===== src/rtl/mmu_pkg.sv =====
// Shared types and constants of the matrix multiply unit.
`default_nettype none

package mmu_pkg;

    // Fixed field widths.
    localparam int RES_W = 35;
    localparam int IDX_W = 3;
    localparam int DIM_W = 4;
    localparam int CMD_W = 2;
    localparam int VAL_W = 16;

    // Input commands.
    localparam logic [CMD_W-1:0] CMD_LOAD_A  = 2'd0;
    localparam logic [CMD_W-1:0] CMD_LOAD_B  = 2'd1;
    localparam logic [CMD_W-1:0] CMD_COMPUTE = 2'd2;

    // Register indexes on the configuration port.
    localparam logic [1:0] REG_ROWS_A     = 2'd0;
    localparam logic [1:0] REG_INNER_SIZE = 2'd1;
    localparam logic [1:0] REG_COLS_B     = 2'd2;

    // Control that travels with one multiply-accumulate step.
    typedef struct packed {
        logic valid;
        logic first;
        logic last;
    } mac_ctrl_t;

endpackage

`default_nettype wire


===== src/rtl/matrix_multiply_unit.sv =====
// Compute: for each result element the sequencer waits until the output slot is free,
// then issues the clamped inner_size accumulate steps to the single multiply-accumulate unit,
// whose sum goes to the output register; loads are taken one per cycle while idle.
// The two element memories have one read port each, read once per accumulate step.
// Reset clears control state and sets the registers to 8; the stores are not cleared.
// Input is stalled for the whole compute, so loads never touch an entry being read.
`default_nettype none

module matrix_multiply_unit #(
    parameter int MAX_DIM    = 8,
    parameter int ELEM_WIDTH = 16
) (
    input  wire logic                                  clk,
    input  wire logic                                  rst_n,
    // Configuration port
    input  wire logic                                  psel,
    input  wire logic                                  penable,
    input  wire logic                                  pwrite,
    input  wire logic [3:0]                            paddr,
    input  wire logic [31:0]                           pwdata,
    output logic [31:0]                                prdata,
    output logic                                       pready,
    // Input channel
    input  wire logic                                  in_valid,
    output logic                                       in_stall,
    input  wire logic [mmu_pkg::CMD_W-1:0]             cmd,
    input  wire logic [mmu_pkg::IDX_W-1:0]             row_index,
    input  wire logic [mmu_pkg::IDX_W-1:0]             col_index,
    input  wire logic signed [mmu_pkg::VAL_W-1:0]      element_value,
    // Output channel
    output logic                                       out_valid,
    input  wire logic                                  out_stall,
    output logic signed [mmu_pkg::RES_W-1:0]           result_value,
    output logic [mmu_pkg::IDX_W-1:0]                  result_row,
    output logic [mmu_pkg::IDX_W-1:0]                  result_col,
    output logic                                       last_element
);

    localparam int DEPTH  = MAX_DIM * MAX_DIM;
    localparam int ADDR_W = $clog2(DEPTH);
    localparam logic [mmu_pkg::DIM_W-1:0] DIM_MAX = mmu_pkg::DIM_W'(MAX_DIM);

    // Sequencer states.
    localparam logic [1:0] ST_IDLE  = 2'd0;
    localparam logic [1:0] ST_WAIT  = 2'd1;
    localparam logic [1:0] ST_ISSUE = 2'd2;
    localparam logic [1:0] ST_DRAIN = 2'd3;

    logic [mmu_pkg::DIM_W-1:0] rows_a_reg, inner_size_reg, cols_b_reg;
    logic [1:0]                state_reg, state_next;
    logic [mmu_pkg::IDX_W-1:0] i_reg, i_next, j_reg, j_next, k_reg, k_next;
    logic [mmu_pkg::DIM_W-1:0] nr_reg, nr_next, nk_reg, nk_next, nc_reg, nc_next;

    logic [ELEM_WIDTH-1:0]         store_a [DEPTH];
    logic [ELEM_WIDTH-1:0]         store_b [DEPTH];
    logic signed [ELEM_WIDTH-1:0]  rd_a_reg, rd_b_reg;
    logic [ADDR_W-1:0]             rd_addr_a, rd_addr_b, wr_addr;
    logic [ELEM_WIDTH+mmu_pkg::VAL_W-1:0] wr_ext;
    logic [ELEM_WIDTH-1:0]         wr_elem;
    logic                          wr_in_range;

    mmu_pkg::mac_ctrl_t issue_ctrl, ctrl_rd_reg;
    logic                          mac_done;
    logic signed [mmu_pkg::RES_W-1:0] mac_sum;

    logic                          in_xfer, cfg_wr, out_xfer, out_free;
    logic                          k_last, j_last, i_last, elem_last;

    logic                              out_valid_reg;
    logic signed [mmu_pkg::RES_W-1:0]  result_value_reg;
    logic [mmu_pkg::IDX_W-1:0]         result_row_reg, result_col_reg;
    logic                              last_element_reg;

    // Clamp a dimension register into 1..MAX_DIM.
    function automatic logic [mmu_pkg::DIM_W-1:0] clamp_dim(
        input logic [mmu_pkg::DIM_W-1:0] r,
        input logic [mmu_pkg::DIM_W-1:0] dmax
    );
        logic [mmu_pkg::DIM_W-1:0] v;
        priority if (r == '0)
        begin
            v = mmu_pkg::DIM_W'(1);
        end
        else if (r > dmax)
        begin
            v = dmax;
        end
        else
        begin
            v = r;
        end
        return v;
    endfunction

    // Configuration registers.
    assign cfg_wr = psel & penable & pwrite & pready;
    assign pready = 1'b1;

    always_ff @(posedge clk or negedge rst_n)
    begin
        if (!rst_n)
        begin
            rows_a_reg     <= mmu_pkg::DIM_W'(8);
            inner_size_reg <= mmu_pkg::DIM_W'(8);
            cols_b_reg     <= mmu_pkg::DIM_W'(8);
        end
        else if (cfg_wr)
        begin
            unique case (paddr[3:2])
                mmu_pkg::REG_ROWS_A:     rows_a_reg     <= pwdata[3:0];
                mmu_pkg::REG_INNER_SIZE: inner_size_reg <= pwdata[3:0];
                mmu_pkg::REG_COLS_B:     cols_b_reg     <= pwdata[3:0];
                default:                 ;
            endcase
        end
    end

    always_comb
    begin
        unique case (paddr[3:2])
            mmu_pkg::REG_ROWS_A:     prdata = {28'd0, rows_a_reg};
            mmu_pkg::REG_INNER_SIZE: prdata = {28'd0, inner_size_reg};
            mmu_pkg::REG_COLS_B:     prdata = {28'd0, cols_b_reg};
            default:                 prdata = '0;
        endcase
    end

    // Input transfers are taken only while no compute runs.
    assign in_stall = (state_reg != ST_IDLE);
    assign in_xfer  = in_valid & ~in_stall;

    // Load path: keep the low element bits of the value, zero above the field.
    assign wr_ext      = {{ELEM_WIDTH{1'b0}}, element_value};
    assign wr_elem     = wr_ext[ELEM_WIDTH-1:0];
    assign wr_in_range = ({1'b0, row_index} < DIM_MAX) && ({1'b0, col_index} < DIM_MAX);
    assign wr_addr     = ADDR_W'(int'(row_index) * MAX_DIM + int'(col_index));

    always_ff @(posedge clk)
    begin
        if (in_xfer && wr_in_range && (cmd == mmu_pkg::CMD_LOAD_A))
        begin
            store_a[wr_addr] <= wr_elem;
        end
        if (in_xfer && wr_in_range && (cmd == mmu_pkg::CMD_LOAD_B))
        begin
            store_b[wr_addr] <= wr_elem;
        end
    end

    // Read ports: A[i][k] and B[k][j], data registered.
    assign rd_addr_a = ADDR_W'(int'(i_reg) * MAX_DIM + int'(k_reg));
    assign rd_addr_b = ADDR_W'(int'(k_reg) * MAX_DIM + int'(j_reg));

    always_ff @(posedge clk)
    begin
        rd_a_reg <= store_a[rd_addr_a];
        rd_b_reg <= store_b[rd_addr_b];
    end

    // Loop position flags.
    assign k_last    = ({1'b0, k_reg} == nk_reg - mmu_pkg::DIM_W'(1));
    assign j_last    = ({1'b0, j_reg} == nc_reg - mmu_pkg::DIM_W'(1));
    assign i_last    = ({1'b0, i_reg} == nr_reg - mmu_pkg::DIM_W'(1));
    assign elem_last = i_last & j_last;

    // The output slot is free when empty or emptied at this edge.
    assign out_xfer = out_valid_reg & ~out_stall;
    assign out_free = ~out_valid_reg | out_xfer;

    // Sequencer: one result element at a time, one accumulate step per cycle while it issues.
    always_comb
    begin
        state_next = state_reg;
        i_next     = i_reg;
        j_next     = j_reg;
        k_next     = k_reg;
        nr_next    = nr_reg;
        nk_next    = nk_reg;
        nc_next    = nc_reg;
        issue_ctrl = '0;
        unique case (state_reg)
            ST_IDLE:
            begin
                if (in_xfer && (cmd == mmu_pkg::CMD_COMPUTE))
                begin
                    nr_next    = clamp_dim(rows_a_reg, DIM_MAX);
                    nk_next    = clamp_dim(inner_size_reg, DIM_MAX);
                    nc_next    = clamp_dim(cols_b_reg, DIM_MAX);
                    i_next     = '0;
                    j_next     = '0;
                    k_next     = '0;
                    state_next = ST_WAIT;
                end
            end
            ST_WAIT:
            begin
                if (out_free)
                begin
                    k_next     = '0;
                    state_next = ST_ISSUE;
                end
            end
            ST_ISSUE:
            begin
                issue_ctrl.valid = 1'b1;
                issue_ctrl.first = (k_reg == '0);
                issue_ctrl.last  = k_last;
                if (k_last)
                begin
                    state_next = ST_DRAIN;
                end
                else
                begin
                    k_next = k_reg + mmu_pkg::IDX_W'(1);
                end
            end
            ST_DRAIN:
            begin
                if (mac_done)
                begin
                    if (elem_last)
                    begin
                        state_next = ST_IDLE;
                    end
                    else
                    begin
                        if (j_last)
                        begin
                            j_next = '0;
                            i_next = i_reg + mmu_pkg::IDX_W'(1);
                        end
                        else
                        begin
                            j_next = j_reg + mmu_pkg::IDX_W'(1);
                        end
                        state_next = ST_WAIT;
                    end
                end
            end
            default:
            begin
                state_next = ST_IDLE;
            end
        endcase
    end

    always_ff @(posedge clk or negedge rst_n)
    begin
        if (!rst_n)
        begin
            state_reg   <= ST_IDLE;
            i_reg       <= '0;
            j_reg       <= '0;
            k_reg       <= '0;
            nr_reg      <= mmu_pkg::DIM_W'(1);
            nk_reg      <= mmu_pkg::DIM_W'(1);
            nc_reg      <= mmu_pkg::DIM_W'(1);
            ctrl_rd_reg <= '0;
        end
        else
        begin
            state_reg   <= state_next;
            i_reg       <= i_next;
            j_reg       <= j_next;
            k_reg       <= k_next;
            nr_reg      <= nr_next;
            nk_reg      <= nk_next;
            nc_reg      <= nc_next;
            ctrl_rd_reg <= issue_ctrl;
        end
    end

    // Multiply-accumulate unit, fed by the registered read data.
    mmu_mac #(
        .ELEM_WIDTH(ELEM_WIDTH)
    ) u_mac (
        .clk   (clk),
        .rst_n (rst_n),
        .ctrl  (ctrl_rd_reg),
        .a     (rd_a_reg),
        .b     (rd_b_reg),
        .done  (mac_done),
        .sum   (mac_sum)
    );

    // Output register: loaded when an element finishes, cleared on transfer.
    always_ff @(posedge clk or negedge rst_n)
    begin
        if (!rst_n)
        begin
            out_valid_reg <= 1'b0;
        end
        else if (mac_done)
        begin
            out_valid_reg <= 1'b1;
        end
        else if (out_xfer)
        begin
            out_valid_reg <= 1'b0;
        end
    end

    always_ff @(posedge clk)
    begin
        if (mac_done)
        begin
            result_value_reg <= mac_sum;
            result_row_reg   <= i_reg;
            result_col_reg   <= j_reg;
            last_element_reg <= elem_last;
        end
    end

    assign out_valid    = out_valid_reg;
    assign result_value = result_value_reg;
    assign result_row   = result_row_reg;
    assign result_col   = result_col_reg;
    assign last_element = last_element_reg;

endmodule

`default_nettype wire


===== src/rtl/mmu_mac.sv =====
// Two-stage multiply-accumulate unit of the matrix multiply unit.
`default_nettype none

module mmu_mac #(
    parameter int ELEM_WIDTH = 16
) (
    input  wire logic                               clk,
    input  wire logic                               rst_n,
    input  wire mmu_pkg::mac_ctrl_t                 ctrl,
    input  wire logic signed [ELEM_WIDTH-1:0]       a,
    input  wire logic signed [ELEM_WIDTH-1:0]       b,
    output logic                                    done,
    output logic signed [mmu_pkg::RES_W-1:0]        sum
);

    localparam int PROD_W = 2 * ELEM_WIDTH;

    logic signed [PROD_W-1:0]          prod_reg;
    mmu_pkg::mac_ctrl_t                ctrl_p_reg;
    logic signed [mmu_pkg::RES_W-1:0]  acc_reg;
    logic signed [mmu_pkg::RES_W-1:0]  acc_next;
    logic signed [mmu_pkg::RES_W-1:0]  prod_ext;
    logic                              done_reg;

    // Product register: the multiplier stands alone in this stage.
    always_ff @(posedge clk)
    begin
        prod_reg <= a * b;
    end

    // Control follows the product stage.
    always_ff @(posedge clk or negedge rst_n)
    begin
        if (!rst_n)
        begin
            ctrl_p_reg <= '0;
            done_reg   <= 1'b0;
        end
        else
        begin
            ctrl_p_reg <= ctrl;
            done_reg   <= ctrl_p_reg.valid & ctrl_p_reg.last;
        end
    end

    // The product is sign-extended or wrapped to the result width; the sum wraps too.
    assign prod_ext = mmu_pkg::RES_W'(prod_reg);

    always_comb
    begin
        if (ctrl_p_reg.first)
        begin
            acc_next = prod_ext;
        end
        else
        begin
            acc_next = acc_reg + prod_ext;
        end
    end

    always_ff @(posedge clk)
    begin
        if (ctrl_p_reg.valid)
        begin
            acc_reg <= acc_next;
        end
    end

    assign done = done_reg;
    assign sum  = acc_reg;

endmodule

`default_nettype wire


===== config.mk =====
export PLATFORM = sky130hd
export DESIGN_NAME = matrix_multiply_unit
export DESIGN_NICKNAME = d
export VERILOG_FILES = /design/src/rtl/mmu_pkg.sv /design/src/rtl/matrix_multiply_unit.sv /design/src/rtl/mmu_mac.sv
export SDC_FILE = /design/constraint.sdc
export NUM_CORES = 2
export LEC_CHECK = 0
export BUFFER_PORTS_ARGS = -buffer_cell sky130_fd_sc_hd__buf_4
export CORE_ASPECT_RATIO = 1.2
export CORE_MARGIN = 3
export CORE_UTILIZATION = 50
export CTS_CLUSTER_SIZE = 40
export DETAILED_ROUTE_END_ITERATION = 16
export PLACE_DENSITY = 0.64
export SETUP_SLACK_MARGIN = 0.1
export SLEW_MARGIN = 40
export SYNTH_ARGS = -nofsm -noshare
export SYNTH_HDL_FRONTEND = slang
export SYNTH_SLANG_ARGS = --single-unit

===== constraint.sdc =====
create_clock -name clk -period 17.6 [get_ports clk]
set_input_delay 2.64 -clock clk [delete_from_list [all_inputs] [get_ports clk]]
set_output_delay 2.64 -clock clk [all_outputs]
set_load 0.01 [all_outputs]

==> flow_summary.toml <==
[status]
status = "completed"

[final_layout]
final_util_pct = 56.5
reg_top3 = "store_a x1024, store_b x1024"
final_cells = 7721
nNetsFinal = 5519
stdcell_area_sq_um = 107000
syn_to_final_growth_pct = 12.1
layout-drive-gt1-share_pct = 25.4

[yosys]
synth_top_area_share_pct = 66.7
netlist_instances = 4782
ys.flop_type = "edfxtp_1"
synth-edff-count = 2125
yosysSeqAreaShare_pct = 69.1
post-synth-top-area-cell = "edfxtp_1"
synth_area_sq_um = 95700
synthTopCellsByArea = "edfxtp_1, mux4_2, fa_1"
ys_ff_latch = 2232
netlist-cell-type-count = 76
async_flop_share_pct = 1.93
syn_area_per_cell_sq_um = 20.0
yosysWarnings = 0

[placement]
gp_congestion = 0.796
post_dp_cell_area_sq_um = 100000
dpl.hpwl_mm = 131
placed_cells = 7320
port_buffers = 84

[sta]
drv_slew = 0
min_period_over_period_pct = 38.0
fin_setup_tns_ns = 0
fmax_ghz = 0.150
min_period_ns = 6.68
max_slew_margin_pct = 42.6
rsz0062_at_grt = "false"
hold_viol = 0
setup_viol = 0
clock-skew-final_ns = 0.0420
worst_slew_pin_slew_ns = 0.861

[detailed_routing]
drc_errors = 0
via_count = 45100
antenna_left = 0
drt_iter0_markers = 4530
drt_first_pass_iters = 5
via_per_inst = 5.84
routedWlPerCell_microns = 27.9
wirelength_mm = 215

[floorplanning]
dieArea_sq_um = 197000
initial_core_util_pct = 50.4
std_cell_rows = 175
pin_count = 144
dieWidth_microns = 405
die_h_microns = 485
coreArea_sq_um = 190000

[cts]
insertion_delay_ns = 0.85
root_buffer = "clkbuf_16"
cts.sinks = 2232
cts_buffer_depth = 3
htree_levels = 4
cts_tree = "built"
cts_made_buffers = 209
cts.repair.resized = 0
post_cts_buffers = 0
clk_pin_slew_ns = 0.06
cts_hold_buf = 0

[global_routing]
track_usage_pct = 22.3
grt_pass1_wl_mm = 318
antenna_found_initial = 26
grt_max_degree = 106
grt_pass1_vias = 46700
grt-ovfl-total = 0

[job]
maxCapViolCount = 0

[setup_path]
worst_ep_required_time_ns = 18.30
worstSetupStartpointType = "flip-flop"
cp.arrival_ns = 7.38
path_class = "reg2reg"
endpoint_kind = "flip-flop"
cp_max_fo = 16

[worst_hold_path]
worst_hold_path_type = "reg2reg"
==> metal layers <==
layer / GRT usage (%) / share of wire (%) / vias to the layer above
li1: - / - / 19300
met1: 30.8 / 41 / 24200
met2: 36.5 / 50 / 1374
met3: 5.27 / 7.3 / 273
met4: 5.14 / 2.2 / 12
met5: 0 / 0.043 / -
==> through the flow <==
step / hold slack (ns) / worst slack (ns)
floorplan: 0.331 / 11.47
global placement: 0.332 / 10.96
detailed placement: 0.337 / 10.85
CTS: 0.351 / 10.83
global route: 0.355 / 10.51
finish: 0.349 / 10.92
==> worst max-delay path, stage by stage (launching register included) <==
cell,delay (ns)
dfxtp_1,0.80
and2_1,0.26
fa_1,0.42
inv_1,0.08
fa_1,0.44
fa_1,0.50
fa_1,0.55
inv_1,0.05
fa_1,0.48
inv_1,0.05
fa_1,0.47
inv_1,0.04
ha_1,0.36
o21a_1,0.14
o21a_1,0.10
o32ai_1,0.08
nor2_1,0.41
a21oi_2,0.18
a2111o_1,0.48
a41oi_1,0.35
o21a_1,0.16
nor2_1,0.05
xnor2_1,0.12
==> path summary, 6_finish.rpt <==
path | from | endpoint | slack (ns) | depth (start not counted)
min in group asynchronous | rst_n | state_reg[1]$_DFFE_PN0P_ | 1.81 | 1
max reg2reg | rd_a_reg[6]$_DFF_P_ | u_mac.prod_reg[29]$_DFF_P_ | 10.92 | 22
min reg2reg | ctrl_rd_reg[1]$_DFF_PN0_ | u_mac.ctrl_p_reg[1]$_DFF_PN0_ | 0.35 | 0
min | ctrl_rd_reg[1]$_DFF_PN0_ | u_mac.ctrl_p_reg[1]$_DFF_PN0_ | 0.35 | 0
max in group asynchronous | rst_n | u_mac.ctrl_p_reg[2]$_DFF_PN0_ | 15.33 | 1
max | rd_a_reg[6]$_DFF_P_ | u_mac.prod_reg[29]$_DFF_P_ | 10.92 | 22
==> Yosys cell counts (9+ instances only) <==
cell type  count
xnor2_1       47
mux2_2        19
a21oi_1       52
dfxtp_1       64
a21o_1        27
nand3_1       16
buf_2         58
dfrtp_1       37
o21ai_0       59
buf_1         23
mux4_2       672
fa_1         263
inv_1        318
nor2_1       178
nor2b_1        9
buf_4         29
nand2_1      222
edfxtp_1    2125
xor2_1        29
a211oi_1      10
o21ai_1       11
ha_1         129
nand2b_1      21
and2_1       116
clkbuf_1     125
==> cells by family (layout without fill, tap and decap cells) <==
group	count (synthesis)	in the layout	synth area share, %
other	2	39	0.00785
buffers and inverters	556	980	2.39
adders and majority gates	392	392	7.19
DFF	2232	2232	69.1
AOI/OAI and AO/OA	222	222	1.58
xor gates and xnor gates	76	76	0.695
and+or+nand+nor	605	605	2.92
muxes	697	697	16.1
==> area by class of cell <==
| type | instances | area (sq um) |
|---|---|---|
| clock inverter | 115 | 1220 |
| timing repair buffer | 277 | 2400 |
| sequential | 2232 | 66200 |
| clock buffer | 269 | 5670 |
| tap | 2478 | 3100 |
| fill | 14000 | 82600 |
| multi-input combinational | 2021 | 27500 |
| antenna | 10 | 25.0 |
| inverter | 319 | 1200 |
==> cell usage in the layout (no fill, tap or decap), types with 40 or more instances in the layout <==
cell type | netlist | layout
inv_1 | 318 | 318
and2_1 | 116 | 116
edfxtp_1 | 2125 | 2125
clkbuf_1 | 125 | 48
buf_4 | 29 | 240
fa_1 | 263 | 263
nand2_1 | 222 | 222
ha_1 | 129 | 129
nor2_1 | 178 | 153
clkinv_1 | 1 | 40
clkbuf_16 | 0 | 217
a21oi_1 | 52 | 52
xnor2_1 | 47 | 47
mux4_2 | 672 | 672
o21ai_0 | 59 | 59
dfxtp_1 | 64 | 64
Power is not shown: default switching activity piles up to over one toggle a cycle in this logic, so the estimate is an artifact.
